### config.mk
export PLATFORM = sky130hd
export DESIGN_NAME = fmpm_ctrl
export DESIGN_NICKNAME = d
export VERILOG_FILES = /design/src/rtl/core/fmpm_pkg.sv /design/src/rtl/core/fmpm_ctrl.sv
export SDC_FILE = /design/constraint.sdc
export NUM_CORES = 1
export LEC_CHECK = 0
export BUFFER_PORTS_ARGS = -buffer_cell sky130_fd_sc_hd__clkbuf_2
export CAP_MARGIN = 20
export CORE_UTILIZATION = 40
export CTS_BUF_LIST = sky130_fd_sc_hd__clkbuf_16
export DETAILED_ROUTE_END_ITERATION = 6
export MAX_ROUTING_LAYER = met4
export SETUP_SLACK_MARGIN = 0.2
export SYNTH_ARGS = -nofsm -noshare
export SYNTH_HDL_FRONTEND = slang
export SYNTH_SLANG_ARGS = --single-unit
### constraint.sdc
create_clock -name clk -period 1.57 [get_ports clk]
set_clock_uncertainty 0.1 [all_clocks]
set_input_delay 0.0785 -clock clk [delete_from_list [all_inputs] [get_ports clk]]
set_output_delay 0.0785 -clock clk [all_outputs]
set_load 0.01 [all_outputs]
### src/rtl/core/fmpm_pkg.sv
package fmpm_pkg;

  localparam int unsigned REG_COUNT = 8;
  localparam logic [31:0] BASE_CAP = 32'd2104533975;
  localparam logic signed [15:0] SYNC_THRESHOLD = 16'sd8192;
  localparam logic signed [15:0] CV_MAX = 16'sd16384;
  localparam logic signed [15:0] CV_MIN = -16'sd16384;
  localparam logic [15:0] FB_SCALE = 16'd11796;
  localparam logic [63:0] LN2_Q30 = 64'd744261118;
  localparam logic [63:0] HALFPI_Q30 = 64'd1686629713;
  localparam logic signed [23:0] OUT_MAX = 24'sh7FFFFF;
  localparam logic signed [23:0] OUT_MIN = -24'sh800000;

  typedef enum logic [3:0] {
    STEP_NONE,
    STEP_LOAD,
    STEP_LOOK,
    STEP_RATIO,
    STEP_BASE,
    STEP_ADV,
    STEP_SYNC,
    STEP_MOD,
    STEP_FB,
    STEP_ACC,
    STEP_SIN,
    STEP_LVL,
    STEP_MIX,
    STEP_GAIN,
    STEP_OUT
  } step_t;

  typedef struct packed {
    step_t      step;
    logic [1:0] d;
    logic [1:0] s;
  } cmd_t;

  typedef struct packed {
    logic out_blocked;
  } status_t;

  typedef struct packed {
    logic [31:0]            base;
    logic [15:0]            gain;
    logic [3:0][15:0]       ratio;
    logic [3:0][15:0]       detune;
    logic [3:0][15:0]       level;
    logic [3:0][3:0][15:0]  depth;
  } cfg_t;

  // Mantissa table entry: round(2^15 * 2^(k / 2^bits)) by power series.
  function automatic logic [15:0] exp_entry(input int unsigned k, input int unsigned bits);
    logic [63:0] y;
    logic [63:0] term;
    logic [63:0] sum;
    y = (LN2_Q30 * 64'(k)) >> bits;
    term = 64'd1 << 30;
    sum = term;
    for (int unsigned n = 1; n <= 20; n++) begin
      term = ((term * y) >> 30) / 64'(n);
      sum = sum + term;
    end
    return 16'((sum + (64'd1 << 14)) >> 15);
  endfunction

  // Sine table entry in Q1.14, built per quadrant by power series.
  function automatic logic [15:0] sine_entry(input int unsigned k, input int unsigned bits);
    int unsigned qb;
    logic [63:0] q;
    logic [63:0] r;
    logic [63:0] x;
    logic [63:0] x2;
    logic [63:0] ts;
    logic [63:0] tc;
    longint s;
    longint c;
    longint v;
    qb = bits - 2;
    q = (64'(k) >> qb) & 64'd3;
    r = 64'(k) & ((64'd1 << qb) - 64'd1);
    x = (HALFPI_Q30 * r) >> qb;
    x2 = (x * x) >> 30;
    ts = x;
    tc = 64'd1 << 30;
    s = 0;
    c = 0;
    for (int unsigned n = 0; n < 12; n++) begin
      if (n[0]) begin
        s = s - longint'(ts);
        c = c - longint'(tc);
      end else begin
        s = s + longint'(ts);
        c = c + longint'(tc);
      end
      ts = ((ts * x2) >> 30) / 64'((2 * n + 2) * (2 * n + 3));
      tc = ((tc * x2) >> 30) / 64'((2 * n + 1) * (2 * n + 2));
    end
    v = q[0] ? c : s;
    if (v < 0) begin
      v = 0;
    end
    v = (v + 32768) >>> 16;
    if (v > 16384) begin
      v = 16384;
    end
    return q[1] ? 16'(-v) : 16'(v);
  endfunction

endpackage

### src/rtl/core/fmpm_ctrl.sv
module fmpm_ctrl (
  input  logic                clk,
  input  logic                rst_n,
  input  logic                in_valid,
  output logic                in_stall,
  input  fmpm_pkg::status_t   status,
  output fmpm_pkg::cmd_t      cmd
);

  typedef enum logic [3:0] {
    S_IDLE, S_LOOK, S_RATIO, S_BASE, S_ADV, S_SYNC, S_MOD,
    S_FB, S_ACC, S_SIN, S_LVL, S_MIX, S_GAIN, S_OUT
  } state_t;

  state_t     state_r;
  logic [1:0] d_r;
  logic [1:0] s_r;

  assign in_stall = (state_r != S_IDLE);

  always_comb begin
    cmd.d = d_r;
    cmd.s = s_r;
    case (state_r)
      S_IDLE:  cmd.step = in_valid ? fmpm_pkg::STEP_LOAD : fmpm_pkg::STEP_NONE;
      S_LOOK:  cmd.step = fmpm_pkg::STEP_LOOK;
      S_RATIO: cmd.step = fmpm_pkg::STEP_RATIO;
      S_BASE:  cmd.step = fmpm_pkg::STEP_BASE;
      S_ADV:   cmd.step = fmpm_pkg::STEP_ADV;
      S_SYNC:  cmd.step = fmpm_pkg::STEP_SYNC;
      S_MOD:   cmd.step = fmpm_pkg::STEP_MOD;
      S_FB:    cmd.step = fmpm_pkg::STEP_FB;
      S_ACC:   cmd.step = fmpm_pkg::STEP_ACC;
      S_SIN:   cmd.step = fmpm_pkg::STEP_SIN;
      S_LVL:   cmd.step = fmpm_pkg::STEP_LVL;
      S_MIX:   cmd.step = fmpm_pkg::STEP_MIX;
      S_GAIN:  cmd.step = fmpm_pkg::STEP_GAIN;
      S_OUT:   cmd.step = status.out_blocked ? fmpm_pkg::STEP_NONE : fmpm_pkg::STEP_OUT;
      default: cmd.step = fmpm_pkg::STEP_NONE;
    endcase
  end

  always_ff @(posedge clk) begin
    if (!rst_n) begin
      state_r <= S_IDLE;
      d_r     <= '0;
      s_r     <= '0;
    end else begin
      case (state_r)
        S_IDLE: begin
          if (in_valid) begin
            state_r <= S_LOOK;
          end
        end
        S_LOOK: begin
          d_r     <= '0;
          state_r <= S_RATIO;
        end
        S_RATIO: state_r <= S_BASE;
        S_BASE:  state_r <= S_ADV;
        S_ADV: begin
          d_r <= d_r + 2'd1;
          if (d_r == 2'd3) begin
            state_r <= S_SYNC;
          end else begin
            state_r <= S_RATIO;
          end
        end
        S_SYNC: begin
          s_r     <= '0;
          state_r <= S_MOD;
        end
        S_MOD: begin
          if (s_r == d_r) begin
            state_r <= S_FB;
          end else begin
            state_r <= S_ACC;
          end
        end
        S_FB: state_r <= S_ACC;
        S_ACC: begin
          s_r <= s_r + 2'd1;
          if (s_r == 2'd3) begin
            state_r <= S_SIN;
          end else begin
            state_r <= S_MOD;
          end
        end
        S_SIN: state_r <= S_LVL;
        S_LVL: state_r <= S_MIX;
        S_MIX: begin
          if (d_r == 2'd3) begin
            state_r <= S_GAIN;
          end else begin
            d_r     <= d_r + 2'd1;
            state_r <= S_MOD;
          end
        end
        S_GAIN: state_r <= S_OUT;
        S_OUT: begin
          if (!status.out_blocked) begin
            state_r <= S_IDLE;
          end
        end
        default: state_r <= S_IDLE;
      endcase
    end
  end

`ifndef SYNTHESIS
  a_accept_to_look: assert property (@(posedge clk) disable iff (!rst_n)
    (state_r == S_IDLE && in_valid) |=> (state_r == S_LOOK))
    else $error("accepted beat did not start the lookup step");

  a_adv_to_sync: assert property (@(posedge clk) disable iff (!rst_n)
    (state_r == S_ADV && d_r == 2'd3) |=> (state_r == S_SYNC && d_r == 2'd0))
    else $error("phase advance did not finish after the last operator");

  a_out_release: assert property (@(posedge clk) disable iff (!rst_n)
    (state_r == S_OUT && !status.out_blocked) |=> (state_r == S_IDLE))
    else $error("result write did not return to idle");

  a_fb_diag: assert property (@(posedge clk) disable iff (!rst_n)
    (state_r == S_FB) |-> (s_r == d_r))
    else $error("feedback scaling used off the diagonal");
`endif

endmodule

**After elaboration in Yosys (flattened, before gate mapping)**

Cells that the tools add are included.

- Register bits: 8
- Input bits: 4
- Word-level logic and storage cells: 43

- Add/sub/neg operators: 2
- Eq/ne operators: 19
- Multiplexer cells: 13
- Reduce and logical (&&, ||, !) cells: 6

Operator list:

| kind | number |
|---|---|
| $pmux 4 s14 | 2 |
| $eq 4x4->1 const B | 6 |
| $mux 4 | 6 |
| $eq 4x3->1 const B | 4 |
| $eq 4x2->1 const B | 2 |
| $ne 2x2->1 const B | 3 |
| $pmux 2 s3 | 1 |
| $add 2x1->2 const B | 2 |
| $eq 2x2->1 const B | 2 |
| $eq 4x1->1 const B | 1 |
| $logic_not 4->1 | 1 |
| $pmux 2 s2 | 1 |
| $reduce_and 2->1 | 2 |
| $reduce_bool 4->1 | 1 |
| $mux 3 | 1 |
| $reduce_bool 3->1 | 1 |
| $eq 2x2->1 | 1 |
| $mux 2 | 1 |
| $reduce_bool 2->1 | 1 |
| $mux 1 | 1 |

**Longest topological paths before layout**

- Word-level depth: 3
- Depth in mapped cells: 6

**Least setup slack after synthesis**

Ideal clock, no wire load.

- Path type: register to register
- Start point: reg d_r[0]
- End point: reg d_r[0]
- Setup time: 0.115 ns
- Arrival: 1.195 ns
- Setup slack: 0.161 ns
- Stages on the path, launching flop included: 6
- Buffers on the path: 0
- Cell sequence: dfxtp_1 > ha_1 > inv_1 > a21oi_1 > o31a_1 > o21a_1

- Word-level cells in the longest chain between the ends: 3

Ends and longest elaborated chain:

| element | line | source |
|---|---|---|
| from (decl) | fmpm_ctrl.sv:16 | `logic [1:0] d_r;` |
| from (signal assigned) | fmpm_ctrl.sv:62 | `d_r <= d_r + 2'd1;` |
| from (signal assigned) | fmpm_ctrl.sv:95 | `d_r <= d_r + 2'd1;` |
| $add 2x1->2 or $eq 2x2->1 (tied branches) | fmpm_ctrl.sv:62, fmpm_ctrl.sv:95, fmpm_ctrl.sv:92 |  |
| $mux 2 or $ne 2x2->1 (tied branches) | - |  |
| $pmux 2 s3 or $reduce_and 2->1 (tied branches) | - |  |

Several ways; a longest one is shown, not always the timed one. The select of a mux whose other input is x is not followed.
A chain may end at the register's enable or synchronous reset.

==> impl_metrics.tcl <==
set metrics [dict create \
    status "finished clean" \
    synthArstFlopShare_pct 0 \
    critPathSlowestCell "dfxtp_4" \
    yosysSeqAreaShare_pct 21.7 \
    wl_um 2280 \
    cp_num_buf_inv 2 \
    crit_path_end_kind "output port" \
    synth_warnings 0 \
    cellLeakagePower_nw 0.477 \
    dieArea_mm2 0.00202 \
    ant_nets 0 \
    clockRootBuffer "clkbuf_16" \
    syn_avg_cell_area_um2 7.39 \
    cts.sinks 8 \
    fin_hold_ws_ns 0.0317 \
    core_mm2 0.00173 \
    firstDrtPassIters 4 \
    antenna_found_initial 0 \
    fp.dieH_um 45.0 \
    synth_ff_type "dfxtp_1" \
    cp.depth 4 \
    crit_type "reg2out" \
    drive_gt1_share_pct 44.5 \
    clock_path_buffers 2 \
    synth_edf_count 0 \
    relSlewSlack_pct 79.8 \
    final.period_utilization_pct 91.3 \
    ctsHoldBuffers 0 \
    layout-area-overhead-vs-synth_pct 51.8 \
    htree_levels 1 \
    cp_slowest_stage_delay_ns 0.36 \
    p_per_area_mw_per_mm2 915 \
    clk_latency_ns 0.23 \
    worstPathArrival_ns 1.25 \
    portBuffers 12 \
    syn_area_um2 739 \
    maxCapViolCount 0 \
    wl_per_cell_um 14.9 \
    highest_layer "met4" \
    gp_congestion 0.836 \
    hold_viol 0 \
    gr-total-overflow 0 \
    synthCells 100 \
    crit_required_ns 1.39 \
    final_common_cell "buf_4" \
    critical-path-top-delay-family "flip-flops" \
    period_needed_ns 1.43 \
    worstRegToRegCells 4 \
    hp-class "in2reg" \
    start_util_pct 42.8 \
    cts_tree "yes" \
    wl_met3_um 135 \
    crit_path_max_fanout 6 \
    worst_slew_pin_slew_ns 0.303 \
    drc 0 \
    std_cell_rows 15 \
    setup_violations 0 \
    wl_met2_um 1090 \
    num_vias 886 \
    cts_buffers 3 \
    fillers 141 \
    path_cells "buf_6 > nor4_4 > a311oi_1 > buf_2" \
    dp_hpwl_um 1410 \
    grt_first_pass_wirelength_um 3460 \
    power_w 0.00103 \
    path_clk_slew_ns 0.04 \
    grt_max_degree 14 \
    track_usage_pct 24.3 \
    first_global_vias 771 \
    vdd_ir_drop_max_v 0.000675 \
    fin_setup_tns_ns 0 \
    slew_violations 0 \
    die_w_um 45.0 \
    clock.fmax_mhz 698 \
    antennaDiodeCount 0 \
    cp-start-kind "flop" \
    grt_setup_unrepaired "yes" \
    layout.nets 136 \
    finish.utilization_pct 65.0 \
    final_cell_mix "buf_4, clkbuf_2, a21oi_1" \
    ioPinCount 13 \
    ys_types 39 \
    ys_seq_elements 8 \
    wl_met1_um 1000 \
    drt-initial-drc-count 38 \
    synth.net_count 106 \
    min_path_cells 3 \
    viasPerCell 5.79 \
]
==> cell usage after synthesis, drive strengths merged, types with 2 or more instances <==
cell type,number,area (um^2)
o211ai,3,22.5
nand2,6,22.5
o21ai,9,45.0
dfxtp,8,160
o32ai,2,17.5
nand2b,3,18.8
xor2,4,35.0
nand3,2,10.0
nor2b,3,18.8
a2bb2oi,2,17.5
a21oi,9,45.0
nor2,9,33.8
o21a,4,30.0
clkbuf,3,12.5
nor3,2,10.0
ha,2,25.0
inv,3,11.3
o22ai,2,12.5
buf,7,40.0
==> worst reg2reg max path, stage by stage (launching register included) <==
cell	delay, ns
dfxtp_4	0.36
or4b_4	0.55
a21boi_2	0.15
mux2i_1	0.08
nor2b_1	0.12
==> per-stage QoR <==
stage / instances / cell area (um^2) / setup slack (ns)
after global routing: 153 / 1120 / 0.0830
after global placement: 141 / 886 / 0.0162
after detailed placement: 141 / 886 / 0.0250
final: 153 / 1120 / 0.137
after CTS: 151 / 1060 / 0.150
after floorplan: 100 / 743 / 0.187
==> final timing paths <==
check,from,to,slack [ns]
worst max register to register,state_r[1],d_r[1],0.14
worst min-delay path,status,state_r[0],0.03
worst max-delay path,state_r[1],cmd[4],0.14
worst min register to register,s_r[1],s_r[1],0.43
==> final cells by class <==
type	instances	area, um^2	share of cell area, %
flip-flops and latches	8	178	15.8
clock buffers	3	75.1	6.69
multi-input cells	79	578	51.5
well taps	25	31.3	2.79
repair buffers	35	245	21.9
inverters	3	15.0	1.34
==> registers in the layout, summed over array words and instances, names as in the netlist <==
register	flops
state_r	4
d_r	2
s_r	2
==> cell families after synthesis <==
kind of cell / Yosys count / synth area share, %
mux: 1 / 1.35
simple gates: 34 / 26.1
compound gates: 37 / 33.0
fa+ha+maj: 2 / 3.38
flops: 8 / 21.7
buf+inv: 13 / 8.63
xor+xnor: 5 / 5.92
==> metal layers <==
layer | vias to the layer above | global-route usage [%]
li1 | 425 | -
met1 | 414 | 29.4
met2 | 41 | 39.7
met3 | 6 | 3.60
met4 | 0 | 10.9
met5 | - | -
==> where the power goes <==
group	total [W]	leakage [nW]	internal [W]	switching, W
sequential	0.000252	0.0688	0.000219	0.0000330
combinational	0.000345	0.371	0.000176	0.000169
clock	0.000430	0.0370	0.000328	0.000102
total	0.00103	0.477	0.000724	0.000304
==> timing repair <==
item                                    in CTS  in global routing
endpoints found under the setup margin      13                 12
buffers inserted                             7                  2
pin swaps                                    3                  4
resized for setup                           16                 16
(Power assumes the default switching activity.)
