File: config.mk
export PLATFORM = sky130hd
export DESIGN_NAME = fmpm_regs
export DESIGN_NICKNAME = d
export VERILOG_FILES = /design/src/rtl/core/fmpm_pkg.sv /design/src/rtl/core/fmpm_regs.sv
export SDC_FILE = /design/constraint.sdc
export NUM_CORES = 1
export LEC_CHECK = 0
export BUFFER_PORTS_ARGS = -buffer_cell sky130_fd_sc_hd__buf_2
export CORE_AREA = 2 2 244 246
export DETAILED_ROUTE_END_ITERATION = 10
export DIE_AREA = 0 0 246 248
export PLACE_DENSITY_LB_ADDON = 0.1
export SYNTH_ARGS = -nofsm -noshare
export SYNTH_HDL_FRONTEND = slang
export SYNTH_SLANG_ARGS = --single-unit
File: constraint.sdc
create_clock -name clk -period 1.8 [get_ports clk]
set_input_delay 0.18 -clock clk [delete_from_list [all_inputs] [get_ports clk]]
set_output_delay 0.18 -clock clk [all_outputs]
set_load 0.01 [all_outputs]
File: src/rtl/core/fmpm_pkg.sv
package fmpm_pkg;

  localparam int unsigned REG_COUNT = 8;
  localparam logic [31:0] BASE_CAP = 32'd2104533975;
  localparam logic signed [15:0] SYNC_THRESHOLD = 16'sd8192;
  localparam logic signed [15:0] CV_MAX = 16'sd16384;
  localparam logic signed [15:0] CV_MIN = -16'sd16384;
  localparam logic [15:0] FB_SCALE = 16'd11796;
  localparam logic [63:0] LN2_Q30 = 64'd744261118;
  localparam logic [63:0] HALFPI_Q30 = 64'd1686629713;
  localparam logic signed [23:0] OUT_MAX = 24'sh7FFFFF;
  localparam logic signed [23:0] OUT_MIN = -24'sh800000;

  typedef enum logic [3:0] {
    STEP_NONE,
    STEP_LOAD,
    STEP_LOOK,
    STEP_RATIO,
    STEP_BASE,
    STEP_ADV,
    STEP_SYNC,
    STEP_MOD,
    STEP_FB,
    STEP_ACC,
    STEP_SIN,
    STEP_LVL,
    STEP_MIX,
    STEP_GAIN,
    STEP_OUT
  } step_t;

  typedef struct packed {
    step_t      step;
    logic [1:0] d;
    logic [1:0] s;
  } cmd_t;

  typedef struct packed {
    logic out_blocked;
  } status_t;

  typedef struct packed {
    logic [31:0]            base;
    logic [15:0]            gain;
    logic [3:0][15:0]       ratio;
    logic [3:0][15:0]       detune;
    logic [3:0][15:0]       level;
    logic [3:0][3:0][15:0]  depth;
  } cfg_t;

  // Mantissa table entry: round(2^15 * 2^(k / 2^bits)) by power series.
  function automatic logic [15:0] exp_entry(input int unsigned k, input int unsigned bits);
    logic [63:0] y;
    logic [63:0] term;
    logic [63:0] sum;
    y = (LN2_Q30 * 64'(k)) >> bits;
    term = 64'd1 << 30;
    sum = term;
    for (int unsigned n = 1; n <= 20; n++) begin
      term = ((term * y) >> 30) / 64'(n);
      sum = sum + term;
    end
    return 16'((sum + (64'd1 << 14)) >> 15);
  endfunction

  // Sine table entry in Q1.14, built per quadrant by power series.
  function automatic logic [15:0] sine_entry(input int unsigned k, input int unsigned bits);
    int unsigned qb;
    logic [63:0] q;
    logic [63:0] r;
    logic [63:0] x;
    logic [63:0] x2;
    logic [63:0] ts;
    logic [63:0] tc;
    longint s;
    longint c;
    longint v;
    qb = bits - 2;
    q = (64'(k) >> qb) & 64'd3;
    r = 64'(k) & ((64'd1 << qb) - 64'd1);
    x = (HALFPI_Q30 * r) >> qb;
    x2 = (x * x) >> 30;
    ts = x;
    tc = 64'd1 << 30;
    s = 0;
    c = 0;
    for (int unsigned n = 0; n < 12; n++) begin
      if (n[0]) begin
        s = s - longint'(ts);
        c = c - longint'(tc);
      end else begin
        s = s + longint'(ts);
        c = c + longint'(tc);
      end
      ts = ((ts * x2) >> 30) / 64'((2 * n + 2) * (2 * n + 3));
      tc = ((tc * x2) >> 30) / 64'((2 * n + 1) * (2 * n + 2));
    end
    v = q[0] ? c : s;
    if (v < 0) begin
      v = 0;
    end
    v = (v + 32768) >>> 16;
    if (v > 16384) begin
      v = 16384;
    end
    return q[1] ? 16'(-v) : 16'(v);
  endfunction

endpackage

File: src/rtl/core/fmpm_regs.sv
module fmpm_regs (
  input  logic                 clk,
  input  logic                 rst_n,
  input  logic                 psel,
  input  logic                 penable,
  input  logic                 pwrite,
  input  logic [5:0]           paddr,
  input  logic [63:0]          pwdata,
  output logic [63:0]          prdata,
  output logic                 pready,
  output fmpm_pkg::cfg_t       cfg
);

  logic [7:0][63:0] regs_r;
  logic [2:0]       idx;

  assign idx    = paddr[5:3];
  assign pready = 1'b1;
  assign prdata = regs_r[idx];

  always_ff @(posedge clk) begin
    if (!rst_n) begin
      regs_r <= '0;
    end else if (psel && penable && pwrite) begin
      if (idx == 3'd0) begin
        regs_r[idx] <= {16'd0, pwdata[47:0]};
      end else begin
        regs_r[idx] <= pwdata;
      end
    end
  end

  assign cfg.base   = regs_r[0][31:0];
  assign cfg.gain   = regs_r[0][47:32];
  assign cfg.ratio  = regs_r[1];
  assign cfg.detune = regs_r[2];
  assign cfg.level  = regs_r[3];
  assign cfg.depth  = regs_r[7:4];

endmodule

Word-level counts from Yosys, hierarchy flattened
Cells that the tools add are included. Widths: inputs -> output; s select.

Word-level logic and storage cells: 21. Register bits: 512.

Reduce and logical (&&, ||, !) cells: 4. Muxes and demuxes: 7. $lt $le $gt $ge: 2.

Operators with widths (count): $bwmux 512 (2); $mux 512 (1); $bmux 64 s3 (1); $demux 64 s3 (1); $mux 64 (2); $lt 3x4->1 const B (1); $ge 3x1->1 const B (1); $logic_and 1x1->1 (3); $logic_not 3->1 (1).

Depth between registers and ports, before layout
Gate-level depths: netlist (run 1).

Depth after elaboration: 6. Gate-level depth with buffers: 7. Mapped depth without buffers: 3.

Worst setup path before layout (run 1)
OpenSTA, ideal clock, no wires.

Kind: in2out. Start: in paddr[4]. End: out prdata[0]. Stages on the path: 6. Data required time: 1.620 ns. Buffers on the path: 4. Slack: 0.102 ns. Arrival: 1.518 ns. Path through: buf_2 -> buf_6 -> buf_2 -> buf_2 -> mux4_2 -> mux2_2.

Longest elaborated chain between the ends: 2.

Ends and longest elaborated chain: start, declared (RTL line fmpm_regs.sv:7) `input logic [5:0] paddr,`; $bmux 64 s3 (RTL line fmpm_regs.sv:19) `assign prdata = regs_r[idx];`; $mux 64 (not written as such) (RTL line fmpm_regs.sv:19); end, declared (RTL line fmpm_regs.sv:9) `output logic [63:0] prdata,`.

No other way between the ends. The select of a mux whose other input is x is not followed.

==> run metrics, run 1 <==
status finished, violations left; violated checks setup timing; worst r2r dst cfg[124]; Lkg Pwr 14.7 nW; final hold viol count 0; detailed placement HPWL 57700 microns; reg2reg setup slack 0.98 ns; unrepaired setup endpoints after global routing true; sw frac 23.4%; post-synthesis area per instance 10.5 sq um; Die Ht 248 microns; Starting Density 44.1%; startpoint types register; reg2reg start cfg[124]; min Tclk post-route 2.02 ns; kind of end point of the critical path output port; average wire per standard cell 22.9 microns; First-pass DRT Iterations 5; maxcap violations 0; Post-Syn Area 0.0258 sq mm; die area 0.0610 sq mm; DR iter-0 viols 854; combinational share of power 6.7%; critical path type register to output port; post-route ant nets 0; Clk pwr share 47.8%; CTS root buffer clkbuf_16; crit path to prdata[23]; TNS Setup -11.54 ns; first-pass GRT wire length 122000 microns; vias in the first global route 18900; Synth top area share 39.8%; H-Tree Depth 2; Clk Latency, worst-skew pair 0.60 ns; count of state elements after synthesis 512; Placer Congestion 0.886; Post-Syn Nets 2522; Async SR Flop Fraction 0%; Peak Freq 494 MHz; Post-synth EDFFs 0; grt ovf 0; crit-path cells mux4_2 -> mux2_4 -> buf_6; area grow syn2layout 23.9%; # IOs 636; proportion of layout cells with a drive suffix above 1 55.4%; post-synth cell types 24; dominant cells by area after synthesis dfxtp_1 40%, mux2i_1 19%, buf_4 16%, mux4_2 11%, nand2_1 8.2%; Die W 246 microns; critical path's largest stage delay 0.51 ns; Top FF cell, synth dfxtp_1; CTS sink count 512; YS warnings 0; power per cell area 788 mW/mm^2; CTS tree done; largest net degree at the start of global routing 66; Final setup viols 63; critical path fanouts, max 3; initial antenna violation count 1; Slew Viols, Final 0; clk buf depth 3; Gate Count Post-Synth 2447; maximum vdd drop 0.758 mV; r2r worst-path depth 4; Final Cycle Share 112%; Seq/Total Area, Yosys 39.8%; Worst Path Arrival 1.84 ns; Core ar. 0.0585 sq mm; GRT Overall Usage 26.5%; Post-synth top cells 561 x nand2_1, 535 x buf_4, 512 x dfxtp_1; Sequential Power Share 45.6%; Critical-path top delay cell mux4_2; skew final 0 ns; largest area contributor in the netlist dfxtp_1; worst setup margin -0.225 ns; nets@finish 2922; DR vias 18700; most frequent cell after synthesis nand2_1; Final Util 54.6%; Sw Pwr 5.88 mW; Detailed Route WL 83900 microns; DRC 0; P_int 19.3 mW; vias per cell 5.11; Port-buffer cells 631; clock-pin slew on the worst setup and hold paths 0.06 ns; Hold WC Path Type input port to register; total CTS buffers 56; Worst EP required 1.62 ns; FP Rows 89
## metrics by stage
step	power [mW]	setup WS [ns]	cell area (sq um)	cells	hold WS (ns)
floorplan	12.7	0.102	25800	2447	0.442
global placement	13.2	-0.126	27100	3332	0.453
detailed placement	13.3	-0.116	27100	3332	0.460
CTS	25.4	-0.278	31800	3655	0.000667
global route	26.0	-0.285	31900	3666	0.0349
finish	25.2	-0.225	31900	3668	0.0237
## how the worst min path moves through the flow
stage                to  cells after the start  startpoint
2_1_floorplan  cfg[432]                      2  pwdata[48]
3_3_place_gp   cfg[124]                      2    cfg[124]
3_5_place_dp   register                      2    register
4_1_cts        register                      3  pwdata[20]
5_1_grt        register                      3  pwdata[20]
6_report       register                      3  pwdata[22]
## power by group through the flow
stage	Clock, mW	Sequential [mW]	Combinational [mW]
6_report	12.0	11.5	1.68
5_1_grt	12.8	11.5	1.78
4_1_cts	12.3	11.5	1.67
3_5_place_dp	0	11.7	1.52
3_3_place_gp	0	11.7	1.50
2_1_floorplan	0	11.7	0.972
## layout by cell type, fill, tap and decap left out, types with 58 or more instances in the layout
cell / Yosys / final
mux4_2: 126 / 126
dfxtp_2: 0 / 336
mux2i_1: 498 / 498
nand2_1: 561 / 561
buf_6: 14 / 63
buf_4: 535 / 269
buf_2: 29 / 565
dfxtp_1: 512 / 162
buf_12: 0 / 63
mux2_4: 0 / 58
## logic make-up after synthesis
family                 after synthesis  share of synthesized area (%)
DFF                                512                           39.8
and+or+nand+nor                    591                           9.14
other                                1                         0.0146
AOI/OAI and AO/OA                    4                          0.131
buffers and inverters              652                           17.8
muxes                              687                           33.1
## repair_timing
item / 4_1_cts / 5_1_grt
endpoints found under the hold margin: 161 / 0
hold buffers: 31 / 0
cloned: 0 / 0
buffers inserted: 188 / 11
setup endpoints to repair: 64 / 64
gates resized for setup: 450 / 53
pin swaps: 0 / 3
## layout make-up
| class | instances | area [sq um] |
|---|---|---|
| fillers | 5190 | 26500 |
| multi-input cells | 1283 | 11200 |
| flip-flops and latches | 512 | 10700 |
| repair buffers | 993 | 7160 |
| clock buffers | 83 | 1640 |
| well taps | 773 | 967 |
| clock inverters | 21 | 275 |
| diodes | 2 | 5.00 |
| inverters | 1 | 3.75 |
## critical path: cells and delay by family, from the launching register on
kind                   cells  cell delay, ns
muxes                      2            0.80
DFF                        1            0.33
buffers and inverters      1            0.12
## layer usage
layer / GRT usage, % / part of all wire, % / up-vias
li1: - / - / 8606
met5: 0 / 0 / -
met1: 32.9 / 41 / 9346
met3: 6.75 / 6.9 / 160
met2: 43.9 / 48 / 631
met4: 10.6 / 3.8 / 0
Power figures use the tool's default switching activity.
==> inputs of run 2 (changes only) <==
==> constraint.sdc (replaced) <==
create_clock -name clk -period 1.9 [get_ports clk]
set_input_delay 0.19 -clock clk [delete_from_list [all_inputs] [get_ports clk]]
set_output_delay 0.19 -clock clk [all_outputs]
set_load 0.01 [all_outputs]
==> run 2 against run 1 <==
  * The run still ends with setup timing left
  * Via count decreased by 2.5%
  * Register-to-register slack improved by 0.11 ns
  * Routed wire length decreased by 2.9%
  * Utilization decreased by 2.1 points
  * Largest cell class unchanged
==> run metrics, run 2 (same netlist as run 1, synthesis figures left out) <==
unrepaired setup endpoints after global routing true; maximum vdd drop 0.602 mV; crit-path cells mux4_2 -> mux2_2 -> buf_2; hold_sp pwdata[57]; Die W 246 microns; nets@finish 2810; DR iter-0 viols 1104; critical path fanouts, max 3; Sw Pwr 5.40 mW; combinational share of power 6.4%; CP Buf/Inv Count 1; skew final 0 ns; Starting Density 44.1%; critical path type register to output port; Sequential Power Share 46.2%; CTS tree done; final hold viol count 0; maxcap violations 0; Peak Freq 495 MHz; Port-buffer cells 631; DP Cell Count 3307; First-pass DRT Iterations 5; sw frac 22.9%; clock-pin slew on the worst setup and hold paths 0.06 ns; kind of end point of the critical path output port; # IOs 636; Critical-path top delay cell mux4_2; initial antenna violation count 7; grt ovf 0; P_int 18.1 mW; Placer Congestion 0.882; commonest non-fill, non-tap cell in the layout buf_2; status finished, violations left; CTS root buffer clkbuf_16; CTS sink count 512; dpl ws -0.0150 ns; Hold WC Path Type input port to register; Power Total 23.5 mW; GRT Overall Usage 26.0%; proportion of layout cells with a drive suffix above 1 52.6%; Slew Viols, Final 0; vias in the first global route 18300; area grow syn2layout 19.2%; Post-DP Area 0.0268 sq mm; DR vias 18300; final instance area 0.0307 sq mm; Core ar. 0.0585 sq mm; Final Cycle Share 106%; average wire per standard cell 22.9 microns; die area 0.0610 sq mm; detailed placement HPWL 56400 microns; commonest cells after routing, fill and taps aside 569 x buf_2, 561 x nand2_1, 498 x mux2i_1; FP Rows 89; clk buf depth 3; violated checks setup timing; Detailed Route WL 81500 microns; worst setup margin -0.122 ns; min Tclk post-route 2.02 ns; startpoint types register; DRC 0; Final setup viols 63; Die Ht 248 microns; vias per cell 5.13; critical path's largest stage delay 0.47 ns; post-route ant nets 0; Lkg Pwr 14.0 nW; H-Tree Depth 2; Top delay family on crit path multiplexers; total CTS buffers 55; Worst EP required 1.71 ns; Hold WS 0.0210 ns; largest net degree at the start of global routing 51; fin cells 3560; Worst Path Arrival 1.83 ns; power per cell area 765 mW/mm^2; Clk Latency, worst-skew pair 0.60 ns; Clk pwr share 47.4%; first-pass GRT wire length 120000 microns
[run 2: cell types whose count changed in the layout (fill, tap and decap cells not counted), moves of 4 or more]
| cell | delta |
|---|---|
| dlygate4sd3_1 | -20 |
| dfxtp_4 | -4 |
| clkbuf_8 | +9 |
| buf_4 | -80 |
| dfxtp_1 | +49 |
| dfxtp_2 | -45 |
| mux2_4 | -27 |
| diode_2 | +4 |
| buf_12 | -9 |
| mux2_2 | +27 |
| buf_6 | -6 |
| buf_2 | +4 |
[run 2: worst register-to-register path, delay by kind of cell, from the launching register on]
family                 cells  cell delay, ns
buffers and inverters      2            0.26
DFF                        1            0.32
muxes                      1            0.05
and+or+nand+nor            1            0.05
[run 2: worst paths after layout]
check	to	slack, ns	cells past startpoint
worst min-delay path	cfg[441]	0.02	3
worst max register to register	register	1.09	4
worst min register to register	cfg[381]	0.46	2
worst max-delay path	prdata[35]	-0.12	3
[run 2: repair_timing]
action | CTS | global route
gates resized for setup | 342 | 74
setup endpoints to repair | 63 | 63
endpoints found under the hold margin | 37 | 0
hold buffers | 11 | 0
setup buffers | 120 | 13
[run 2: final cells by class]
type / count / area, sq um
Timing Repair Buffer: 882 / 6130
Antenna cell: 6 / 15.0
Tap cell: 773 / 967
Fill cell: 5326 / 27700
Clock buffer: 90 / 1760
Inverter: 1 / 3.75
Multi-Input combinational cell: 1283 / 11100
Clock inverter: 13 / 146
Sequential cell: 512 / 10700
[run 2: power groups by stage]
stage | Combinational, mW | Sequential (mW) | Clock, mW
after global routing | 1.60 | 10.9 | 11.9
after detailed placement | 1.42 | 11.1 | 0
final | 1.50 | 10.9 | 11.2
after floorplan | 0.921 | 11.1 | 0
after CTS | 1.50 | 10.9 | 11.4
after global placement | 1.41 | 11.1 | 0
[run 2: per-layer routing]
layer | wire length (microns) | vias to the layer above | share of wire [%] | global-route usage [%]
met4 | 3000 | 2 | 3.7 | 10.4
met5 | 13 | - | 0.016 | 0
met1 | 33600 | 9153 | 41 | 32.8
met2 | 39000 | 589 | 48 | 42.5
li1 | - | 8383 | - | -
met3 | 5850 | 149 | 7.2 | 6.41
[run 2: metrics by stage]
step,setup TNS [ns],util [%]
2_1_floorplan,0,-
3_3_place_gp,-0.00669,45.9
3_5_place_dp,-0.0189,45.9
4_1_cts,-7.74,52.2
5_1_grt,-8.78,52.5
6_report,-5.24,52.6
